===== src/hdl/s2bdt_pkg.sv =====
// ---------------------------------------------------------------------------
// s2bdt_pkg
// Constants, calendar tables and BCD helper for the date/time converter.
// ---------------------------------------------------------------------------
`default_nettype none

package s2bdt_pkg;

    // Years covered, starting at 2000
    localparam int YEAR_SPAN = 100;

    // Pipeline depth from accepted transaction to strobe
    localparam int PIPE_DEPTH = 11;

    // secs / 86400 == (secs >> 7) / 675; 675 done by reciprocal, 2^34 scale
    localparam int          DAY_SHIFT     = 34;
    localparam logic [24:0] DAY_RECIP     = 25'd25451658;
    localparam logic [16:0] SECS_PER_DAY  = 17'd86400;

    // Four-year cycle: 1461 days, reciprocal at 2^27 scale
    localparam int          QUAD_SHIFT    = 27;
    localparam logic [16:0] QUAD_RECIP    = 17'd91867;
    localparam logic [10:0] QUAD_DAYS     = 11'd1461;

    // Divide by 60, reciprocal at 2^22 scale
    localparam int          SIXTY_SHIFT   = 22;
    localparam logic [16:0] SIXTY_RECIP   = 17'd69905;
    localparam logic [5:0]  SIXTY         = 6'd60;

    // Day offsets of years within a four-year cycle (first year is leap)
    localparam logic [10:0] YEAR1_START   = 11'd366;
    localparam logic [10:0] YEAR2_START   = 11'd731;
    localparam logic [10:0] YEAR3_START   = 11'd1096;

    // First day number beyond the covered span
    localparam logic [15:0] DAY_LIMIT     = 16'(365 * YEAR_SPAN + (YEAR_SPAN + 3) / 4);

    // Saturated date/time past the span
    localparam logic [6:0]  SAT_YEAR      = 7'(YEAR_SPAN - 1);
    localparam logic [6:0]  SAT_MONTH     = 7'd12;
    localparam logic [6:0]  SAT_DAY       = 7'd31;
    localparam logic [6:0]  SAT_HOUR      = 7'd23;
    localparam logic [6:0]  SAT_MINUTE    = 7'd59;
    localparam logic [6:0]  SAT_SECOND    = 7'd59;

    localparam logic [8:0] MONTH_START_COMMON [12] = '{
        9'd0, 9'd31, 9'd59, 9'd90, 9'd120, 9'd151,
        9'd181, 9'd212, 9'd243, 9'd273, 9'd304, 9'd334
    };
    localparam logic [8:0] MONTH_START_LEAP [12] = '{
        9'd0, 9'd31, 9'd60, 9'd91, 9'd121, 9'd152,
        9'd182, 9'd213, 9'd244, 9'd274, 9'd305, 9'd335
    };

    function automatic logic [8:0] month_start(input logic leap, input logic [3:0] m);
        logic [8:0] v;
        if (leap) begin
            v = MONTH_START_LEAP[m];
        end else begin
            v = MONTH_START_COMMON[m];
        end
        return v;
    endfunction

    // Packed BCD of a value below 100; tens by *205 >> 11 (exact below 1029)
    function automatic logic [7:0] to_bcd(input logic [6:0] v);
        logic [14:0] prod;
        logic [3:0]  tens;
        logic [6:0]  ones;
        prod = 15'(v) * 15'd205;
        tens = prod[14:11];
        ones = v - 7'(tens) * 7'd10;
        return {tens, ones[3:0]};
    endfunction

endpackage

`default_nettype wire


===== src/hdl/seconds_to_bcd_datetime_top.sv =====
// ---------------------------------------------------------------------------
// seconds_to_bcd_datetime_top
// Converts seconds since 2000-01-01 00:00:00 into a packed-BCD calendar
// date and time of day (century 20), with a flag past the covered span.
// ---------------------------------------------------------------------------
//
//  channel   | handshake              | payload
//  ----------+------------------------+---------------------------------------
//  command   | start / busy           | i_seconds_since_2000
//  result    | o_strobe (one cycle)   | o_year/month/day/hour/minute/second_bcd,
//            |                        | o_out_of_range
//
// One transaction may be issued every cycle while busy is low. Each result
// passes through a chain of reciprocal multiply, remainder and correction
// steps for the divisions by 86400, 1461 and 60, each multiply followed by a
// register, and is strobed out of the last stage.
// busy is high while reset is held and clears on the first rising edge after
// release; the pipeline never stalls, and the receiver must take each result
// in the cycle it is strobed.
// Synchronous reset clears the valid bits; data registers are not reset.
//
`default_nettype none

module seconds_to_bcd_datetime_top
    import s2bdt_pkg::*;
(
    input  logic        i_clk,
    input  logic        i_rst_n,
    input  logic        start,
    output logic        busy,
    input  logic [31:0] i_seconds_since_2000,
    output logic        o_strobe,
    output logic [7:0]  o_year_bcd,
    output logic [4:0]  o_month_bcd,
    output logic [5:0]  o_day_bcd,
    output logic [5:0]  o_hour_bcd,
    output logic [6:0]  o_minute_bcd,
    output logic [6:0]  o_second_bcd,
    output logic        o_out_of_range
);

    // ---------------- control ----------------
    logic                  r_busy;
    logic [PIPE_DEPTH-1:0] r_vld;
    logic                  n_accept;

    assign busy     = r_busy;
    assign n_accept = start && !r_busy;

    always_ff @(posedge i_clk) begin
        if (!i_rst_n) begin
            r_busy <= 1'b1;
            r_vld  <= '0;
        end else begin
            r_busy <= 1'b0;
            r_vld  <= {r_vld[PIPE_DEPTH-2:0], n_accept};
        end
    end

    // ---------------- stage 1: capture ----------------
    logic [31:0] r1_secs;

    // ---------------- stage 2: day estimate ----------------
    logic [49:0] n2_prod;
    logic [31:0] r2_secs;
    logic [15:0] r2_day0;

    assign n2_prod = 50'(r1_secs[31:7]) * 50'(DAY_RECIP);

    // ---------------- stage 3: seconds remainder ----------------
    logic [32:0] n3_rem;
    logic [15:0] r3_day0;
    logic [17:0] r3_rem;

    assign n3_rem = 33'(r2_secs) - 33'(r2_day0) * 33'(SECS_PER_DAY);

    // ---------------- stage 4: day correction ----------------
    logic [15:0] n4_days;
    logic [16:0] n4_sod;
    logic [15:0] r4_days;
    logic [16:0] r4_sod;
    logic        r4_oor;

    always_comb begin
        if (r3_rem >= 18'(SECS_PER_DAY)) begin
            n4_days = r3_day0 + 16'd1;
            n4_sod  = 17'(r3_rem - 18'(SECS_PER_DAY));
        end else begin
            n4_days = r3_day0;
            n4_sod  = r3_rem[16:0];
        end
    end

    // ---------------- stage 5: four-year and minute estimates ----------------
    logic [32:0] n5_qprod;
    logic [33:0] n5_mprod;
    logic [15:0] r5_days;
    logic [16:0] r5_sod;
    logic [5:0]  r5_quad0;
    logic [10:0] r5_min0;
    logic        r5_oor;

    assign n5_qprod = 33'(r4_days) * 33'(QUAD_RECIP);
    assign n5_mprod = 34'(r4_sod) * 34'(SIXTY_RECIP);

    // ---------------- stage 6: remainders ----------------
    logic [16:0] n6_qrem;
    logic [16:0] n6_srem;
    logic [5:0]  r6_quad0;
    logic [11:0] r6_qrem;
    logic [10:0] r6_min0;
    logic [6:0]  r6_srem;
    logic        r6_oor;

    assign n6_qrem = 17'(r5_days) - 17'(r5_quad0) * 17'(QUAD_DAYS);
    assign n6_srem = r5_sod - 17'(r5_min0) * 17'(SIXTY);

    // ---------------- stage 7: corrections ----------------
    logic [5:0]  n7_quad;
    logic [10:0] n7_dquad;
    logic [10:0] n7_mod;
    logic [5:0]  n7_sec;
    logic [5:0]  r7_quad;
    logic [10:0] r7_dquad;
    logic [10:0] r7_mod;
    logic [5:0]  r7_sec;
    logic        r7_oor;

    always_comb begin
        if (r6_qrem >= 12'(QUAD_DAYS)) begin
            n7_quad  = r6_quad0 + 6'd1;
            n7_dquad = 11'(r6_qrem - 12'(QUAD_DAYS));
        end else begin
            n7_quad  = r6_quad0;
            n7_dquad = r6_qrem[10:0];
        end
        if (r6_srem >= 7'(SIXTY)) begin
            n7_mod = r6_min0 + 11'd1;
            n7_sec = 6'(r6_srem - 7'(SIXTY));
        end else begin
            n7_mod = r6_min0;
            n7_sec = r6_srem[5:0];
        end
    end

    // ---------------- stage 8: year in cycle, hour estimate ----------------
    logic [1:0]  n8_yq;
    logic [10:0] n8_doy;
    logic [27:0] n8_hprod;
    logic [7:0]  r8_year;
    logic        r8_leap;
    logic [8:0]  r8_doy;
    logic [10:0] r8_mod;
    logic [4:0]  r8_hour0;
    logic [5:0]  r8_sec;
    logic        r8_oor;

    always_comb begin
        priority if (r7_dquad < YEAR1_START) begin
            n8_yq  = 2'd0;
            n8_doy = r7_dquad;
        end else if (r7_dquad < YEAR2_START) begin
            n8_yq  = 2'd1;
            n8_doy = r7_dquad - YEAR1_START;
        end else if (r7_dquad < YEAR3_START) begin
            n8_yq  = 2'd2;
            n8_doy = r7_dquad - YEAR2_START;
        end else begin
            n8_yq  = 2'd3;
            n8_doy = r7_dquad - YEAR3_START;
        end
    end

    assign n8_hprod = 28'(r7_mod) * 28'(SIXTY_RECIP);

    // ---------------- stage 9: month search, minute remainder ----------------
    logic [3:0]  n9_month;
    logic [10:0] n9_mrem;
    logic [7:0]  r9_year;
    logic        r9_leap;
    logic [8:0]  r9_doy;
    logic [3:0]  r9_month;
    logic [4:0]  r9_hour0;
    logic [6:0]  r9_mrem;
    logic [5:0]  r9_sec;
    logic        r9_oor;

    // later months win; compares are independent
    always_comb begin
        n9_month = 4'd0;
        for (int m = 1; m < 12; m++) begin
            if (r8_doy >= month_start(r8_leap, 4'(m))) begin
                n9_month = 4'(m);
            end
        end
    end

    assign n9_mrem = r8_mod - 11'(r8_hour0) * 11'(SIXTY);

    // ---------------- stage 10: day of month, hour correction ----------------
    logic [4:0]  n10_hour;
    logic [5:0]  n10_min;
    logic [8:0]  n10_mday;
    logic [7:0]  r10_year;
    logic [3:0]  r10_month;
    logic [4:0]  r10_mday;
    logic [4:0]  r10_hour;
    logic [5:0]  r10_min;
    logic [5:0]  r10_sec;
    logic        r10_oor;

    always_comb begin
        if (r9_mrem >= 7'(SIXTY)) begin
            n10_hour = r9_hour0 + 5'd1;
            n10_min  = 6'(r9_mrem - 7'(SIXTY));
        end else begin
            n10_hour = r9_hour0;
            n10_min  = r9_mrem[5:0];
        end
    end

    assign n10_mday = r9_doy - month_start(r9_leap, r9_month) + 9'd1;

    // ---------------- stage 11: BCD and saturation ----------------
    logic [7:0] n11_year;
    logic [7:0] n11_month;
    logic [7:0] n11_day;
    logic [7:0] n11_hour;
    logic [7:0] n11_min;
    logic [7:0] n11_sec;
    logic [7:0] r11_year;
    logic [4:0] r11_month;
    logic [5:0] r11_day;
    logic [5:0] r11_hour;
    logic [6:0] r11_min;
    logic [6:0] r11_sec;
    logic       r11_oor;

    always_comb begin
        if (r10_oor) begin
            n11_year  = to_bcd(SAT_YEAR);
            n11_month = to_bcd(SAT_MONTH);
            n11_day   = to_bcd(SAT_DAY);
            n11_hour  = to_bcd(SAT_HOUR);
            n11_min   = to_bcd(SAT_MINUTE);
            n11_sec   = to_bcd(SAT_SECOND);
        end else begin
            n11_year  = to_bcd(r10_year[6:0]);
            n11_month = to_bcd(7'(r10_month) + 7'd1);
            n11_day   = to_bcd(7'(r10_mday));
            n11_hour  = to_bcd(7'(r10_hour));
            n11_min   = to_bcd(7'(r10_min));
            n11_sec   = to_bcd(7'(r10_sec));
        end
    end

    // ---------------- datapath registers ----------------
    always_ff @(posedge i_clk) begin
        r1_secs   <= i_seconds_since_2000;

        r2_secs   <= r1_secs;
        r2_day0   <= n2_prod[DAY_SHIFT+15:DAY_SHIFT];

        r3_day0   <= r2_day0;
        r3_rem    <= n3_rem[17:0];

        r4_days   <= n4_days;
        r4_sod    <= n4_sod;
        r4_oor    <= n4_days >= DAY_LIMIT;

        r5_days   <= r4_days;
        r5_sod    <= r4_sod;
        r5_quad0  <= n5_qprod[QUAD_SHIFT+5:QUAD_SHIFT];
        r5_min0   <= n5_mprod[SIXTY_SHIFT+10:SIXTY_SHIFT];
        r5_oor    <= r4_oor;

        r6_quad0  <= r5_quad0;
        r6_qrem   <= n6_qrem[11:0];
        r6_min0   <= r5_min0;
        r6_srem   <= n6_srem[6:0];
        r6_oor    <= r5_oor;

        r7_quad   <= n7_quad;
        r7_dquad  <= n7_dquad;
        r7_mod    <= n7_mod;
        r7_sec    <= n7_sec;
        r7_oor    <= r6_oor;

        r8_year   <= {r7_quad, n8_yq};
        r8_leap   <= n8_yq == 2'd0;
        r8_doy    <= n8_doy[8:0];
        r8_mod    <= r7_mod;
        r8_hour0  <= n8_hprod[SIXTY_SHIFT+4:SIXTY_SHIFT];
        r8_sec    <= r7_sec;
        r8_oor    <= r7_oor;

        r9_year   <= r8_year;
        r9_leap   <= r8_leap;
        r9_doy    <= r8_doy;
        r9_month  <= n9_month;
        r9_hour0  <= r8_hour0;
        r9_mrem   <= n9_mrem[6:0];
        r9_sec    <= r8_sec;
        r9_oor    <= r8_oor;

        r10_year  <= r9_year;
        r10_month <= r9_month;
        r10_mday  <= n10_mday[4:0];
        r10_hour  <= n10_hour;
        r10_min   <= n10_min;
        r10_sec   <= r9_sec;
        r10_oor   <= r9_oor;

        r11_year  <= n11_year;
        r11_month <= n11_month[4:0];
        r11_day   <= n11_day[5:0];
        r11_hour  <= n11_hour[5:0];
        r11_min   <= n11_min[6:0];
        r11_sec   <= n11_sec[6:0];
        r11_oor   <= r10_oor;
    end

    // ---------------- outputs ----------------
    assign o_strobe       = r_vld[PIPE_DEPTH-1];
    assign o_year_bcd     = r11_year;
    assign o_month_bcd    = r11_month;
    assign o_day_bcd      = r11_day;
    assign o_hour_bcd     = r11_hour;
    assign o_minute_bcd   = r11_min;
    assign o_second_bcd   = r11_sec;
    assign o_out_of_range = r11_oor;

endmodule

`default_nettype wire


===== config.mk =====
export PLATFORM = sky130hd
export DESIGN_NAME = seconds_to_bcd_datetime_top
export DESIGN_NICKNAME = d
export VERILOG_FILES = /design/src/hdl/s2bdt_pkg.sv /design/src/hdl/seconds_to_bcd_datetime_top.sv
export SDC_FILE = /design/constraint.sdc
export NUM_CORES = 2
export LEC_CHECK = 0
export ABC_AREA = 1
export BUFFER_PORTS_ARGS = -buffer_cell sky130_fd_sc_hd__buf_4
export CAP_MARGIN = 20
export CORE_ASPECT_RATIO = 2
export CORE_UTILIZATION = 42
export CTS_CLUSTER_SIZE = 24
export DETAILED_ROUTE_END_ITERATION = 8
export GPL_ROUTABILITY_DRIVEN = 0
export GPL_TIMING_DRIVEN = 0
export PLACE_DENSITY_LB_ADDON = 0.1
export RECOVER_POWER = 50
export SYNTH_ARGS = -nofsm -noshare
export SYNTH_HDL_FRONTEND = slang
export SYNTH_SLANG_ARGS = --single-unit

===== constraint.sdc =====
create_clock -name i_clk -period 6.2 [get_ports i_clk]
set_input_delay 0.62 -clock i_clk [delete_from_list [all_inputs] [get_ports i_clk]]
set_output_delay 0.62 -clock i_clk [all_outputs]
set_load 0.03 [all_outputs]

# After elaboration in Yosys (flattened, before gate mapping)
# Memories as Yosys holds them, arrays and structs flattened.
# Index checks and enable logic that the tools add are counted.
# totals
regBits	399
mem_bits_ro	288
input_bits	35
output_inout_bits	42
wordCells	168
n_memories	2
# mem_list
name	depth	width	rd	rd_ports_with_merged_regs	write_ports	line	source
(name not given)	16	9	1	0	0	s2bdt_pkg.sv:60	v = MONTH_START_COMMON[m];
(name not given)	16	9	1	0	0	s2bdt_pkg.sv:58	v = MONTH_START_LEAP[m];
# classes
add_sub_neg	24
multipliers	20
n_lt_le_gt_ge	20
mux	40
n_bitwise	1
reduce_logical	5
# op_table
operator	n
multiplier 25 x 24 -> 49 bit, second input constant	1
multiplier 5 x 8 -> 13 bit, second input constant	3
>= comparator 9 x 8 -> 1 bit	4
2-to-1 mux 5 bit	7
multiplier 16 x 17 -> 33 bit, second input constant	1
multiplier 17 x 17 -> 33 bit, second input constant	1
multiplier 6 x 8 -> 14 bit, second input constant	2
2-to-1 mux 4 bit	7
>= comparator 9 bit	3
multiplier 11 x 17 -> 27 bit, second input constant	1
2-to-1 mux 9 bit	3
subtractor 4 bit	6
2-to-1 mux 11 bit	2
>= comparator 18 x 17 -> 1 bit, second input constant	1
>= comparator 9 x 7 -> 1 bit	2
subtractor 18 bit	1
2-to-1 mux 17 bit	1
subtractor 17 bit, second input constant	1
adder 16 x 1 -> 16 bit, second input constant	1
>= comparator 16 bit, second input constant	1
multiplier 16 x 10 -> 11 bit, second input constant	1
2-to-1 mux 16 bit	1
adder 5 x 1 -> 5 bit, second input constant	3
multiplier 7 x 8 -> 15 bit, second input constant	1
other kinds (34)	55

# Logic depth before layout (Yosys ltp)
# logic_depth
ltp_word	11
mapped_depth	25
mapped_depth_nobuf	25

# Least setup slack after synthesis
# OpenSTA, ideal clock, no wires.
# synth_timing
path_kind	flip-flop to flip-flop
startpoint	register r1_secs[16]
endpoint	register r2_day0[15]
setup_time_ns	0.113
arrival_time_ns	5.005
t_required_ns	6.087
setup_slack_ns	1.082
stages_incl_launch_ff	24
path_buffers	0
synth_period_minus_slack_ns	5.118
path_cell_list	dfxtp_1 > fa_1 > ha_1 > inv_1 > fa_1 > fa_1 > inv_1 > fa_1 > fa_1 > inv_1 > fa_1 > inv_1 > ha_1 > nand2_1 > nor2_1 > inv_1 > nor2_1 > inv_1 > nor3_1 > nand2_1 > nand3_1 > nand2_1 > inv_1 > nor2_1
# synth_between
elab_chain_cells	1
# synth_rtl
item	line	source
from (decl)	seconds_to_bcd_datetime_top.sv:61	logic [31:0] r1_secs;
from (signal assigned)	seconds_to_bcd_datetime_top.sv:259	r1_secs <= i_seconds_since_2000;
multiplier 25 x 24 -> 49 bit	seconds_to_bcd_datetime_top.sv:68	assign n2_prod = 50'(r1_secs[31:7]) * 50'(DAY_RECIP);
net n2_prod[49]	seconds_to_bcd_datetime_top.sv:64	logic [49:0] n2_prod;
to (signal assigned)	seconds_to_bcd_datetime_top.sv:262	r2_day0 <= n2_prod[DAY_SHIFT+15:DAY_SHIFT];
to (decl)	seconds_to_bcd_datetime_top.sv:66	logic [15:0] r2_day0;
# The timed path passes the listed nets, and every way through them passes these cells.
# A chain may end at the register's enable or synchronous reset.

# Worst setup path after layout
# layout_timing
startpoint	register r1_secs[20]
endpoint	register r2_day0[15]
# Same word-level chain as after synthesis.

==> results.yml <==
outcome:
  status: "complete, no violations"
synth:
  synth-warning-count: 0
  syn_area_um2: 37400
  synthArstFlopShare: 0
  synth_seq_area_share: 0.214
  netlist_instances: 4239
  yosys_register_bits: 399
  synth.avg_cell_area_um2: 8.82
  ys.flop_type: "dfxtp_1"
  synth_nets: 5425
  synth_edf_count: 0
  yosys.cell_types.count: 55
critical_path:
  cp.required_ns: 6.68
  slowest_stage: "o21ai_0"
  worst_setup_path_end_kind: "flop"
  worst_setup_path_start_kind: "flop"
  crit_arrival_ns: 6.54
  crit_path_max_fanout: 10
  crit_buf_inv: 5
  worst_path_largest_cell_delay_ns: 0.71
  crit_family: "adder cells"
  worstSetupPathType: "flop to flop"
  path_cells: "fa_1 -> ha_1 -> ha_1 -> inv_1 -> fa_1 -> inv_1 -> fa_1 -> fa_1 -> inv_1 -> fa_1 -> inv_1 -> ha_1 -> nand2_1 -> o21ai_0 -> a21oi_2 -> o21ai_0 -> nand2_1 -> nand3_1 -> nand2_1 -> inv_1 -> nor2_1"
layout:
  design_area_um2: 40800
  drive_gt1_frac: 0.0485
  stdcell_count: 5560
  final_nets: 5544
  syn2layout_area_growth_pct: 9.24
sta:
  tightest_slew_ns: 1.28
  post-route-min-period_ns: 6.06
  hold_viol_final: 0
  max_freq_mhz: 165
  rsz0062_at_grt: "no"
  maxSlewViolCount: 0
  clock_skew_ns: 0.0237
  max_slew_margin: 0.138
  setup_viol_count_final: 0
  fin_crit_sh: 0.978
grt:
  grt_max_degree: 17
  grt_pass1_vias: 30200
  grtUsageTotal: 0.217
  overflow: 0
  antenna_found_initial: 0
  grt_pass1_wl_um: 149000
detailed_routing:
  wirelength_um: 93200
  drt_iter0_drc: 889
  drt_first_pass_iters: 5
  num_vias: 27500
  wl_per_cell_um: 16.8
  ant_nets: 0
  drc: 0
  vias_per_cell: 4.95
clock_network:
  clock_latency_ns: 0.60
  root_buffer: "clkbuf_16"
  htreeDepth: 2
  cts_buffers: 41
  clk_pin_slew_ns: 0.07
  cts_sinks: 399
  cts_buffer_depth: 3
  post_cts_buffers: 0
  cts_tree: "yes"
placed_design:
  postPlaceCellArea_um2: 39400
  numPlacedInstances: 5485
  dp_hpwl_um: 81500
  portBuffers: 76
floorplanning:
  ioPinCount: 77
  initial_utilization: 0.424
  die-area_um2: 90300
  row_count: 154
  die_w_um: 213
  die_height_um: 424
  fp.coreArea_um2: 88100
run:
  cap_violations: 0
hold_path:
  min_path_type: "primary input to flop"
## cell usage in the layout (no fill, tap or decap), types with 5 or more instances in the layout
cell type and instances:
a211oi_1 6, a21o_1 21, a21oi_1 193, a31oi_1 17, buf_4 43, clkbuf_1 18, clkbuf_16 41, clkbuf_4 28
clkbuf_8 7, clkinv_2 5, clkinv_4 5, dfxtp_1 376, dfxtp_2 18, dfxtp_4 5, fa_1 337, ha_1 814
inv_1 926, inv_2 5, inv_6 5, mux2_2 5, nand2_1 591, nand3_1 141, nand3b_1 13, nand4_1 50
nor2_1 251, nor3_1 38, nor4_1 8, o211ai_1 10, o21ai_0 131, o21ai_1 6, o21bai_1 13, o31ai_1 7
or2_2 14, xnor2_1 60, xor2_1 117
## Yosys cell counts (all sizes together) (6+ instances only)
cell type	instances	share of area
ha	814	0.27
a31oi	17	0.0028
nand3	143	0.020
a211oi	6	0.0012
nor2	254	0.026
nand4	50	0.0084
buf	7	0.0018
nand3b	13	0.0026
o21bai	13	0.0027
o21ai	141	0.019
o31ai	8	0.0021
nor4	9	0.0015
a21oi	196	0.026
fa	337	0.18
o211ai	10	0.0020
dfxtp	399	0.21
or2	14	0.0023
clkbuf	7	0.00070
nand2	595	0.060
a21o	21	0.0042
nor3	38	0.0051
inv	931	0.093
xnor2	60	0.014
xor2	117	0.027
## repair_timing
item                                   CTS  global route
setup endpoints to repair                8             9
hold buffers                             0             0
gates resized for setup                 21            17
endpoints found under the hold margin    0             0
## cell families (layout without fill, tap and decap cells)
group / after synthesis / in the layout / synth area share
fa+ha+maj: 1151 / 1151 / 0.453
xor+xnor: 177 / 177 / 0.0415
mux: 5 / 5 / 0.00151
buf+inv: 946 / 1096 / 0.0961
flops: 399 / 399 / 0.214
compound gates: 440 / 440 / 0.0672
other cells: 0 / 1 / 0
simple gates: 1121 / 1121 / 0.127
## worst register-to-register path: cells and delay by family, from the launching register on
| family | cells | cell delay (ns) |
|---|---|---|
| fa+ha+maj | 8 | 3.48 |
| simple gates | 5 | 0.47 |
| buf+inv | 5 | 0.25 |
| flops | 1 | 0.62 |
| compound gates | 3 | 1.12 |
## through the flow
stage,worst slack [ns],setup TNS [ns],util,hold WS (ns)
detailed placement,-0.906,-1.54,0.448,0.312
global route,0.0189,0,0.464,0.117
global placement,-0.957,-1.51,0.448,0.310
floorplan,1.08,0,-,0.310
CTS,0.00345,0,0.464,0.0774
finish,0.136,0,0.464,0.139
## final timing paths
check	start	to	slack, ns	cells after the start
worst max-delay path	r1_secs[20]	r2_day0[15]	0.14	21
worst min-delay path	i_seconds_since_2000[26]	r1_secs[26]	0.14	1
worst max register to register	r1_secs[20]	r2_day0[15]	0.14	21
worst min register to register	r1_secs[4]	r2_secs[4]	0.31	0
## layer usage
layer | routed length (µm) | vias up | track usage | part of all wire
met5 | 0 | - | 0 | 0
met1 | 27100 | 13100 | 0.163 | 0.29
li1 | - | 13800 | - | -
met3 | 1900 | 274 | 0.0210 | 0.020
met4 | 6240 | 0 | 0.129 | 0.067
met2 | 58000 | 426 | 0.484 | 0.62
## flip-flops by register name, indices dropped and copies added (netlist names), 12 cells and up
register  cells
r4_days      16
r6_qrem      12
r4_sod       17
r2_secs      18
r2_day0      16
r3_day0      16
r5_days      12
r1_secs      32
r3_rem       18
## area by class of cell
cell class	count	area (µm²)
tap	1170	1460
sequential	399	8030
fill	8859	47200
multi-input combinational	2894	25800
clock buffer	52	1140
buffer	14	73.8
inverter	932	3500
antenna	1	2.50
clock inverter	22	280
timing repair buffer	76	552
Power is left out: the tool's default activity adds up to more than one toggle a clock period on the data nets, which glitch-free logic cannot reach.
